$ cat src/hdl/vpcn_pkg.sv
package vpcn_pkg;

    localparam int COORD_W = 32;
    localparam int RAD_W   = COORD_W - 1;

    typedef logic signed [COORD_W-1:0] t_coord;

    localparam t_coord C_MAX = {1'b0, {(COORD_W-1){1'b1}}};
    localparam t_coord C_MIN = {1'b1, {(COORD_W-1){1'b0}}};

    // command kinds
    localparam logic [3:0] K_MOVE   = 4'd0;
    localparam logic [3:0] K_LINE   = 4'd1;
    localparam logic [3:0] K_HLINE  = 4'd2;
    localparam logic [3:0] K_VLINE  = 4'd3;
    localparam logic [3:0] K_CUBIC  = 4'd4;
    localparam logic [3:0] K_SCUBIC = 4'd5;
    localparam logic [3:0] K_QUAD   = 4'd6;
    localparam logic [3:0] K_SQUAD  = 4'd7;
    localparam logic [3:0] K_ARC    = 4'd8;
    localparam logic [3:0] K_CLOSE  = 4'd9;
    localparam logic [3:0] K_REPEAT = 4'd10;
    localparam logic [3:0] K_END    = 4'd11;

    // result status
    localparam logic [1:0] ST_OK  = 2'd0;
    localparam logic [1:0] ST_ERR = 2'd1;
    localparam logic [1:0] ST_END = 2'd2;

    // register indexes
    localparam logic CFG_POINTS_MODE    = 1'b0;
    localparam logic CFG_IMPLICIT_CLOSE = 1'b1;

    typedef struct packed {
        logic [3:0] kind;
        logic       is_absolute;
        t_coord     arg0;
        t_coord     arg1;
        t_coord     arg2;
        t_coord     arg3;
        t_coord     arg4;
        t_coord     arg5;
        logic       large_arc_flag;
        logic       sweep_flag;
    } t_in;

    typedef struct packed {
        logic [1:0]       status;
        logic [3:0]       command;
        t_coord           end_x;
        t_coord           end_y;
        t_coord           ctrl1_x;
        t_coord           ctrl1_y;
        t_coord           ctrl2_x;
        t_coord           ctrl2_y;
        logic [RAD_W-1:0] radius_x;
        logic [RAD_W-1:0] radius_y;
        t_coord           rotation;
        logic [1:0]       arc_flags;
    } t_out;

    typedef struct packed {
        t_coord     cur_x;
        t_coord     cur_y;
        t_coord     start_x;
        t_coord     start_y;
        t_coord     cp1_x;
        t_coord     cp1_y;
        t_coord     cp2_x;
        t_coord     cp2_y;
        logic [3:0] current_cmd;
        logic [3:0] previous_cmd;
        logic       first_pending;
        logic       close_emitted;
        logic       absolute_mode;
    } t_state;

    function automatic t_coord sat_add(input t_coord a, input t_coord b);
        logic [COORD_W:0] s;
        s = {a[COORD_W-1], a} + {b[COORD_W-1], b};
        if (s[COORD_W] != s[COORD_W-1]) begin
            sat_add = s[COORD_W] ? C_MIN : C_MAX;
        end else begin
            sat_add = s[COORD_W-1:0];
        end
    endfunction

    function automatic t_coord sat_sub(input t_coord a, input t_coord b);
        logic [COORD_W:0] s;
        s = {a[COORD_W-1], a} - {b[COORD_W-1], b};
        if (s[COORD_W] != s[COORD_W-1]) begin
            sat_sub = s[COORD_W] ? C_MIN : C_MAX;
        end else begin
            sat_sub = s[COORD_W-1:0];
        end
    endfunction

    // |a|, with the most negative value pinned to the largest magnitude
    function automatic logic [RAD_W-1:0] mag(input t_coord a);
        t_coord neg;
        neg = -a;
        if (a == C_MIN) begin
            mag = C_MAX[RAD_W-1:0];
        end else if (a[COORD_W-1]) begin
            mag = neg[RAD_W-1:0];
        end else begin
            mag = a[RAD_W-1:0];
        end
    endfunction

endpackage

$ cat src/hdl/vpcn_in_reg.sv
module vpcn_in_reg (
    input  logic          i_clk,
    input  logic          i_rst_n,
    input  logic          i_in_valid,
    output logic          o_in_stall,
    input  vpcn_pkg::t_in i_in_data,
    output logic          o_valid,
    output vpcn_pkg::t_in o_data,
    input  logic          i_take
);

    logic          r_valid;
    logic          n_valid;
    vpcn_pkg::t_in r_data;
    logic          load;

    assign o_in_stall = r_valid && !i_take;
    assign load       = i_in_valid && !o_in_stall;
    assign n_valid    = load ? 1'b1 : (i_take ? 1'b0 : r_valid);

    always_ff @(posedge i_clk) begin
        if (!i_rst_n) begin
            r_valid <= 1'b0;
        end else begin
            r_valid <= n_valid;
        end
    end

    always_ff @(posedge i_clk) begin
        if (load) begin
            r_data <= i_in_data;
        end
    end

    assign o_valid = r_valid;
    assign o_data  = r_data;

endmodule

$ cat src/hdl/vpcn_resolve.sv
module vpcn_resolve (
    input  vpcn_pkg::t_in    i_item,
    input  vpcn_pkg::t_state i_state,
    input  logic             i_points_mode,
    input  logic             i_implicit_close,
    output vpcn_pkg::t_state o_state,
    output vpcn_pkg::t_out   o_result
);

    logic [3:0]       cmd;
    logic             absn;
    logic             err;
    vpcn_pkg::t_coord bx, by;
    vpcn_pkg::t_coord sx0, sy0, sy1, sx2, sx3, sy3, sy4, sx4, sy5;
    vpcn_pkg::t_coord refl_px, refl_py, refl_x, refl_y;
    vpcn_pkg::t_coord nx, ny, c1x, c1y, c2x, c2y;
    logic [vpcn_pkg::RAD_W-1:0] rad_x, rad_y;

    // command resolution
    always_comb begin
        err  = 1'b0;
        cmd  = i_item.kind;
        absn = i_item.is_absolute;
        if (i_points_mode) begin
            cmd  = i_state.first_pending ? vpcn_pkg::K_MOVE : vpcn_pkg::K_LINE;
            absn = 1'b1;
        end else if (i_item.kind == vpcn_pkg::K_REPEAT) begin
            err  = i_state.first_pending || (i_state.current_cmd == vpcn_pkg::K_CLOSE);
            cmd  = (i_state.current_cmd == vpcn_pkg::K_MOVE) ? vpcn_pkg::K_LINE
                                                              : i_state.current_cmd;
            absn = i_state.absolute_mode;
        end else if (i_item.kind inside {[4'd12:4'd15]}) begin
            err = 1'b1;
        end
    end

    assign bx = absn ? '0 : i_state.cur_x;
    assign by = absn ? '0 : i_state.cur_y;

    assign sx0 = vpcn_pkg::sat_add(i_item.arg0, bx);
    assign sy0 = vpcn_pkg::sat_add(i_item.arg0, by);
    assign sy1 = vpcn_pkg::sat_add(i_item.arg1, by);
    assign sx2 = vpcn_pkg::sat_add(i_item.arg2, bx);
    assign sx3 = vpcn_pkg::sat_add(i_item.arg3, bx);
    assign sy3 = vpcn_pkg::sat_add(i_item.arg3, by);
    assign sy4 = vpcn_pkg::sat_add(i_item.arg4, by);
    assign sx4 = vpcn_pkg::sat_add(i_item.arg4, bx);
    assign sy5 = vpcn_pkg::sat_add(i_item.arg5, by);

    // smooth cubic reflects cp2, smooth quad reflects cp1
    assign refl_px = (cmd == vpcn_pkg::K_SCUBIC) ? i_state.cp2_x : i_state.cp1_x;
    assign refl_py = (cmd == vpcn_pkg::K_SCUBIC) ? i_state.cp2_y : i_state.cp1_y;
    assign refl_x  = vpcn_pkg::sat_add(i_state.cur_x,
                                       vpcn_pkg::sat_sub(i_state.cur_x, refl_px));
    assign refl_y  = vpcn_pkg::sat_add(i_state.cur_y,
                                       vpcn_pkg::sat_sub(i_state.cur_y, refl_py));

    assign rad_x = vpcn_pkg::mag(i_item.arg0);
    assign rad_y = vpcn_pkg::mag(i_item.arg1);

    always_comb begin
        nx  = i_state.cur_x;
        ny  = i_state.cur_y;
        c1x = i_state.cp1_x;
        c1y = i_state.cp1_y;
        c2x = i_state.cp2_x;
        c2y = i_state.cp2_y;
        case (cmd)
            vpcn_pkg::K_MOVE, vpcn_pkg::K_LINE: begin
                nx = sx0;
                ny = sy1;
            end
            vpcn_pkg::K_HLINE: nx = sx0;
            vpcn_pkg::K_VLINE: ny = sy0;
            vpcn_pkg::K_CUBIC: begin
                c1x = sx0;
                c1y = sy1;
                c2x = sx2;
                c2y = sy3;
                nx  = sx4;
                ny  = sy5;
            end
            vpcn_pkg::K_SCUBIC: begin
                if (i_state.previous_cmd == vpcn_pkg::K_CUBIC ||
                    i_state.previous_cmd == vpcn_pkg::K_SCUBIC) begin
                    c1x = refl_x;
                    c1y = refl_y;
                end else begin
                    c1x = i_state.cur_x;
                    c1y = i_state.cur_y;
                end
                c2x = sx0;
                c2y = sy1;
                nx  = sx2;
                ny  = sy3;
            end
            vpcn_pkg::K_QUAD: begin
                c1x = sx0;
                c1y = sy1;
                nx  = sx2;
                ny  = sy3;
            end
            vpcn_pkg::K_SQUAD: begin
                if (i_state.previous_cmd == vpcn_pkg::K_QUAD ||
                    i_state.previous_cmd == vpcn_pkg::K_SQUAD) begin
                    c1x = refl_x;
                    c1y = refl_y;
                end else begin
                    c1x = i_state.cur_x;
                    c1y = i_state.cur_y;
                end
                nx = sx0;
                ny = sy1;
            end
            vpcn_pkg::K_ARC: begin
                nx = sx3;
                ny = sy4;
            end
            default: begin
                nx = i_state.start_x;
                ny = i_state.start_y;
            end
        endcase
    end

    always_comb begin
        o_state  = i_state;
        o_result = '0;
        if (i_item.kind == vpcn_pkg::K_END) begin
            if (i_implicit_close && !i_state.close_emitted) begin
                // one closing segment, previous_cmd left as is
                o_state.close_emitted = 1'b1;
                o_state.current_cmd   = vpcn_pkg::K_CLOSE;
                o_state.cur_x         = i_state.start_x;
                o_state.cur_y         = i_state.start_y;
                o_result.command      = vpcn_pkg::K_CLOSE;
                o_result.end_x        = i_state.start_x;
                o_result.end_y        = i_state.start_y;
            end else begin
                o_result.status = vpcn_pkg::ST_END;
            end
        end else if (err || (cmd == vpcn_pkg::K_ARC &&
                             (rad_x == '0 || rad_y == '0))) begin
            o_result.status = vpcn_pkg::ST_ERR;
        end else begin
            o_state.cur_x = nx;
            o_state.cur_y = ny;
            o_state.cp1_x = c1x;
            o_state.cp1_y = c1y;
            o_state.cp2_x = c2x;
            o_state.cp2_y = c2y;
            if (cmd == vpcn_pkg::K_MOVE) begin
                o_state.start_x = nx;
                o_state.start_y = ny;
            end
            if (!i_points_mode) begin
                o_state.absolute_mode = absn;
            end
            o_state.first_pending = 1'b0;
            o_state.previous_cmd  = cmd;
            o_state.current_cmd   = cmd;

            o_result.command = cmd;
            o_result.end_x   = nx;
            o_result.end_y   = ny;
            if (cmd inside {[vpcn_pkg::K_CUBIC:vpcn_pkg::K_SQUAD]}) begin
                o_result.ctrl1_x = c1x;
                o_result.ctrl1_y = c1y;
            end
            if (cmd == vpcn_pkg::K_CUBIC || cmd == vpcn_pkg::K_SCUBIC) begin
                o_result.ctrl2_x = c2x;
                o_result.ctrl2_y = c2y;
            end
            if (cmd == vpcn_pkg::K_ARC) begin
                o_result.radius_x  = rad_x;
                o_result.radius_y  = rad_y;
                o_result.rotation  = i_item.arg2;
                o_result.arc_flags = {i_item.sweep_flag, i_item.large_arc_flag};
            end
        end
    end

endmodule

$ cat src/hdl/vector_path_command_normalizer.sv
// Channel   Direction  Handshake                  Payload
// config    in         i_cfg_we (write, no wait)  i_cfg_index, i_cfg_data
// command   in         i_in_valid / o_in_stall    i_in_data  (vpcn_pkg::t_in)
// result    out        o_out_valid / i_out_stall  o_out_data (vpcn_pkg::t_out)
//
// One command per cycle while the result side does not stall; a command
// passes the input register, then the resolve logic feeding the result register and the path state.
// The path state updates in the same edge that loads the result, so a
// command sees everything the one before it left.
// Synchronous active-low reset clears the path state, config and valids.
// A stalled result holds; the input register keeps taking one more command.

module vector_path_command_normalizer (
    input  logic           i_clk,
    input  logic           i_rst_n,
    input  logic           i_cfg_we,
    input  logic           i_cfg_index,
    input  logic           i_cfg_data,
    input  logic           i_in_valid,
    output logic           o_in_stall,
    input  vpcn_pkg::t_in  i_in_data,
    output logic           o_out_valid,
    input  logic           i_out_stall,
    output vpcn_pkg::t_out o_out_data
);

    // path state after reset: no command yet, history reads as closepath
    localparam vpcn_pkg::t_state STATE_INIT = '{
        current_cmd:   vpcn_pkg::K_CLOSE,
        previous_cmd:  vpcn_pkg::K_CLOSE,
        first_pending: 1'b1,
        default:       '0
    };

    logic             r_points_mode;
    logic             r_implicit_close;

    logic             stg_valid;
    vpcn_pkg::t_in    stg_data;
    logic             advance;

    vpcn_pkg::t_state r_state;
    vpcn_pkg::t_state n_state;
    vpcn_pkg::t_out   n_out;
    vpcn_pkg::t_out   r_out;
    logic             r_out_valid;

    // config port: plain writes; the user must issue them only while idle, the block does not enforce it
    always_ff @(posedge i_clk) begin
        if (!i_rst_n) begin
            r_points_mode    <= 1'b0;
            r_implicit_close <= 1'b0;
        end else if (i_cfg_we) begin
            case (i_cfg_index)
                vpcn_pkg::CFG_POINTS_MODE:    r_points_mode    <= i_cfg_data;
                vpcn_pkg::CFG_IMPLICIT_CLOSE: r_implicit_close <= i_cfg_data;
                default: ;
            endcase
        end
    end

    // staged command moves on when the result slot is free or draining
    assign advance = stg_valid && (!r_out_valid || !i_out_stall);

    vpcn_in_reg u_in_reg (
        .i_clk      (i_clk),
        .i_rst_n    (i_rst_n),
        .i_in_valid (i_in_valid),
        .o_in_stall (o_in_stall),
        .i_in_data  (i_in_data),
        .o_valid    (stg_valid),
        .o_data     (stg_data),
        .i_take     (advance)
    );

    vpcn_resolve u_resolve (
        .i_item           (stg_data),
        .i_state          (r_state),
        .i_points_mode    (r_points_mode),
        .i_implicit_close (r_implicit_close),
        .o_state          (n_state),
        .o_result         (n_out)
    );

    // path state: current point, subpath start, control points, history
    always_ff @(posedge i_clk) begin
        if (!i_rst_n) begin
            r_state <= STATE_INIT;
        end else if (advance) begin
            r_state <= n_state;
        end
    end

    // result register
    always_ff @(posedge i_clk) begin
        if (!i_rst_n) begin
            r_out_valid <= 1'b0;
        end else if (advance) begin
            r_out_valid <= 1'b1;
        end else if (!i_out_stall) begin
            r_out_valid <= 1'b0;
        end
    end

    always_ff @(posedge i_clk) begin
        if (advance) begin
            r_out <= n_out;
        end
    end

    assign o_out_valid = r_out_valid;
    assign o_out_data  = r_out;

endmodule

$ cat config.mk
export PLATFORM = sky130hd
export DESIGN_NAME = vector_path_command_normalizer
export DESIGN_NICKNAME = d
export VERILOG_FILES = /design/src/hdl/vpcn_pkg.sv /design/src/hdl/vpcn_in_reg.sv /design/src/hdl/vpcn_resolve.sv /design/src/hdl/vector_path_command_normalizer.sv
export SDC_FILE = /design/constraint.sdc
export NUM_CORES = 2
export LEC_CHECK = 0
export BUFFER_PORTS_ARGS = -buffer_cell sky130_fd_sc_hd__buf_2
export CAP_MARGIN = 20
export CORE_UTILIZATION = 45
export DETAILED_ROUTE_END_ITERATION = 8
export HOLD_SLACK_MARGIN = 0.12
export PLACE_DENSITY = 0.65
export SETUP_SLACK_MARGIN = 0.1
export SLEW_MARGIN = 20
export SYNTH_ARGS = -nofsm -noshare
export SYNTH_HDL_FRONTEND = slang
export SYNTH_SLANG_ARGS = --single-unit
$ cat constraint.sdc
create_clock -name i_clk -period 11.2 [get_ports i_clk]
set_clock_uncertainty 0.2 [all_clocks]
set_input_delay 1.12 -clock i_clk [delete_from_list [all_inputs] [get_ports i_clk]]
set_output_delay 1.12 -clock i_clk [all_outputs]
set_load 0.005 [all_outputs]
==> run metrics <==
area share of the leading cell type in the synthesized netlist=0.240; dominant cell type by area after synthesis=edfxtp_1; std cell rows=135; shortest period the worst path allows=10580 ps; fin. max-slew vios=0; Routed Antenna Nets=0; minimum setup slack after placement=321 ps; worst slew slack as a fraction of its limit=0.0585; CP startpoint kind=register; Hold Slack=272 ps; violated checks=design-rule violations; Max clock buf depth=3; Syn Inst Count=7324; HPWL after detailed placement=237000 um; detail-routed via count per cell=6.87; ys async rst share=0; final RePlAce weighted congestion=1.11; layout net count=8314; power density relative to cell area=149 nW/um^2; via count of the first global-routing pass=58075; number of remaining DRC errors=33; family of cells with the greatest summed delay on the critical path=compound AO/OA/AOI/OAI gates; Max IR drop VDD=0.000142 V; antenna violations before repair=39; clock tree from TritonCTS=built; full die area=138000 sq um; Worst Max-Slew Pin Slew=1400 ps; first-pass iteration count of the detailed router=9; number of hold violations in the final report=0; largest net degree at the start of global routing=131; placeable core region=136000 sq um; worst path required time=11450 ps; multi-input logic area=39500 sq um; initial cell density of the core=0.454; Area Overhead vs Synth=12.2%; Num CTS Buffers=84; cell count after placement=9371; number of cells on the critical path=35; Mapped Avg Cell Area=8.41 sq um; status=complete, but fails checks; non-filler instance count after layout=9541; die height=372 um; class of the tightest hold or removal check=register to register; mean routed wirelength per cell=32.0 um; sequential-to-total area share from yosys stat=0.328; top cells by instance count after synthesis=a21oi_1 (792), nor2_1 (683), nand2_1 (601); leakage power figure=28.2 nW; buffers and inverters on the worst path=4; peak per-stage delay on the critical path=600 ps; Clock Pin Slew Worst Setup and Hold Paths=60 ps; synthesized area=61600 sq um; clk_lat worst skew=740 ps; number of library cell types mapped by synthesis=95; most used flip-flop cell after synthesis=edfxtp_1; setup violation total in the final timing report=0; master cell of the clock root buffer=clkbuf_16; io pins=502; top achievable clock speed=94.5 MHz; cell type of the slowest stage on the worst timing path=o31ai_1; x dimension of the die=372 um; Setup crit end kind=register; wire length after detailed routing=305000 um; IO buf count=501; number of buffers added to fix hold violations after cts=0; fillers=12895; share of post-route cells with drive strength above 1=0.125; cell with the most instances after synthesis=a21oi_1; worst endpoint data arrival time=10830 ps; Via Count=65581; EDFF count, synth=493; number of maximum-capacitance constraint violations=0; worst setup slack after layout=619 ps; Worst Reg2Reg Path Length in Cells=35; H-tree levels=3; total gr overflow=0; Final period util=0.945; setup_tns=0 ps; total global-route track usage=0.423; count of warnings emitted by yosys=0; net count after synthesis=7961; hold depth=2; area used by sequential logic in the layout=20200 sq um; count of state elements after synthesis=763; cell types occupying the most area after synthesis=edfxtp_1 (24%), dfxtp_1 (8.8%), ha_1 (8.5%); RSZ-0062 raised after global routing=no; global-route wire length before repair=422000 um; clk sinks=763; highest fanout seen on the critical path=27; detailed router's first-iteration violation count=11218; startpoint-to-endpoint class of the critical path=register to register
-- state kept, by name (all words and copies together), names as in the netlist --
| name | count |
|---|---|
| u_in_reg.o_valid | 1 |
| o_out_valid | 1 |
| r_state | 266 |
| o_out_data | 294 |
| r_points_mode | 1 |
| r_implicit_close | 1 |
| u_in_reg.o_data | 199 |
-- metal layers --
metal,vias up,track usage,wire length (um)
met1,31449,0.589,125000
met5,-,0,252
met2,4592,0.578,120000
li1,28643,-,-
met4,38,0.199,16300
met3,859,0.146,44100
-- stage by stage --
| step | area, sq um | util | total power [mW] |
|---|---|---|---|
| after global placement | 66200 | 0.488 | 7.25 |
| after detailed placement | 66300 | 0.489 | 7.25 |
| after CTS | 69100 | 0.509 | 10.1 |
| after floorplan | 61600 | - | 5.81 |
| final | 69200 | 0.510 | 10.3 |
| after global routing | 69100 | 0.510 | 10.6 |
-- final timing paths --
check / from / slack, ps / end
max: u_in_reg.o_data[195]$_DFFE_PP_ / 620 / o_out_data[222]$_SDFFCE_PP0P_
min: r_state[29]$_SDFFE_PN0P_ / 270 / r_state[29]$_SDFFE_PN0P_
max reg2reg: u_in_reg.o_data[195]$_DFFE_PP_ / 620 / o_out_data[222]$_SDFFCE_PP0P_
min reg2reg: r_state[29]$_SDFFE_PN0P_ / 270 / r_state[29]$_SDFFE_PN0P_
-- what timing repair did --
item                                   in CTS  in global routing
endpoints found under the hold margin       0                  0
setup endpoints to repair                   0                 13
gates resized for setup                     0                  2
buffers inserted                            0                  0
-- layout by cell type (no fill, tap or decap), types with 41 or more instances in the layout --
master / Yosys / routed
nor3_1: 185 / 181
a31oi_1: 72 / 72
o211ai_1: 151 / 151
mux2i_1: 96 / 95
nor2_1: 683 / 676
o21bai_1: 58 / 58
and3_1: 94 / 90
nand3_1: 124 / 124
xor2_1: 154 / 153
nand4_1: 79 / 79
nor4_1: 59 / 59
dfxtp_1: 270 / 270
edfxtp_1: 493 / 493
inv_1: 146 / 145
ha_1: 418 / 418
nand2_1: 601 / 596
a21oi_1: 792 / 788
xnor2_1: 202 / 198
nand2b_1: 65 / 65
o31ai_1: 45 / 45
and2_1: 110 / 110
a22oi_1: 45 / 45
o21a_1: 105 / 105
a21o_1: 196 / 196
o21ai_0: 577 / 571
a211oi_1: 163 / 159
maj3_1: 41 / 41
buf_2: 36 / 500
clkbuf_16: 0 / 85
nor2b_1: 80 / 79
buf_4: 2 / 177
a221oi_1: 66 / 66
or3_1: 67 / 66
-- power breakdown --
group,switching [mW],internal (mW),total [mW]
sequential,0.175,3.16,3.33
combinational,2.75,1.35,4.10
clock,1.28,1.60,2.88
-- layout make-up --
cell class | count | share of cell area
diodes | 13 | 0.000470
clock buffers | 95 | 0.0316
clock inverters | 61 | 0.00883
inverters | 147 | 0.00812
multi-input cells | 6002 | 0.571
flip-flops and latches | 763 | 0.292
well taps | 1781 | 0.0322
repair buffers | 679 | 0.0558
-- kinds of logic after synthesis --
family / Yosys count / synth area share
AOI/OAI and AO/OA: 2771 / 0.293
xor gates and xnor gates: 356 / 0.0506
adders and majority gates: 472 / 0.0958
buffers and inverters: 559 / 0.0361
DFF: 763 / 0.328
muxes: 103 / 0.0169
and+or+nand+nor: 2300 / 0.179
-- worst min-delay path, cell delays in order, from the launching register on --
cell and delay [ps]:
dfxtp_1 320, nand2_1 50, a21oi_1 50
Note: power is estimated with default switching activity, not from simulation.
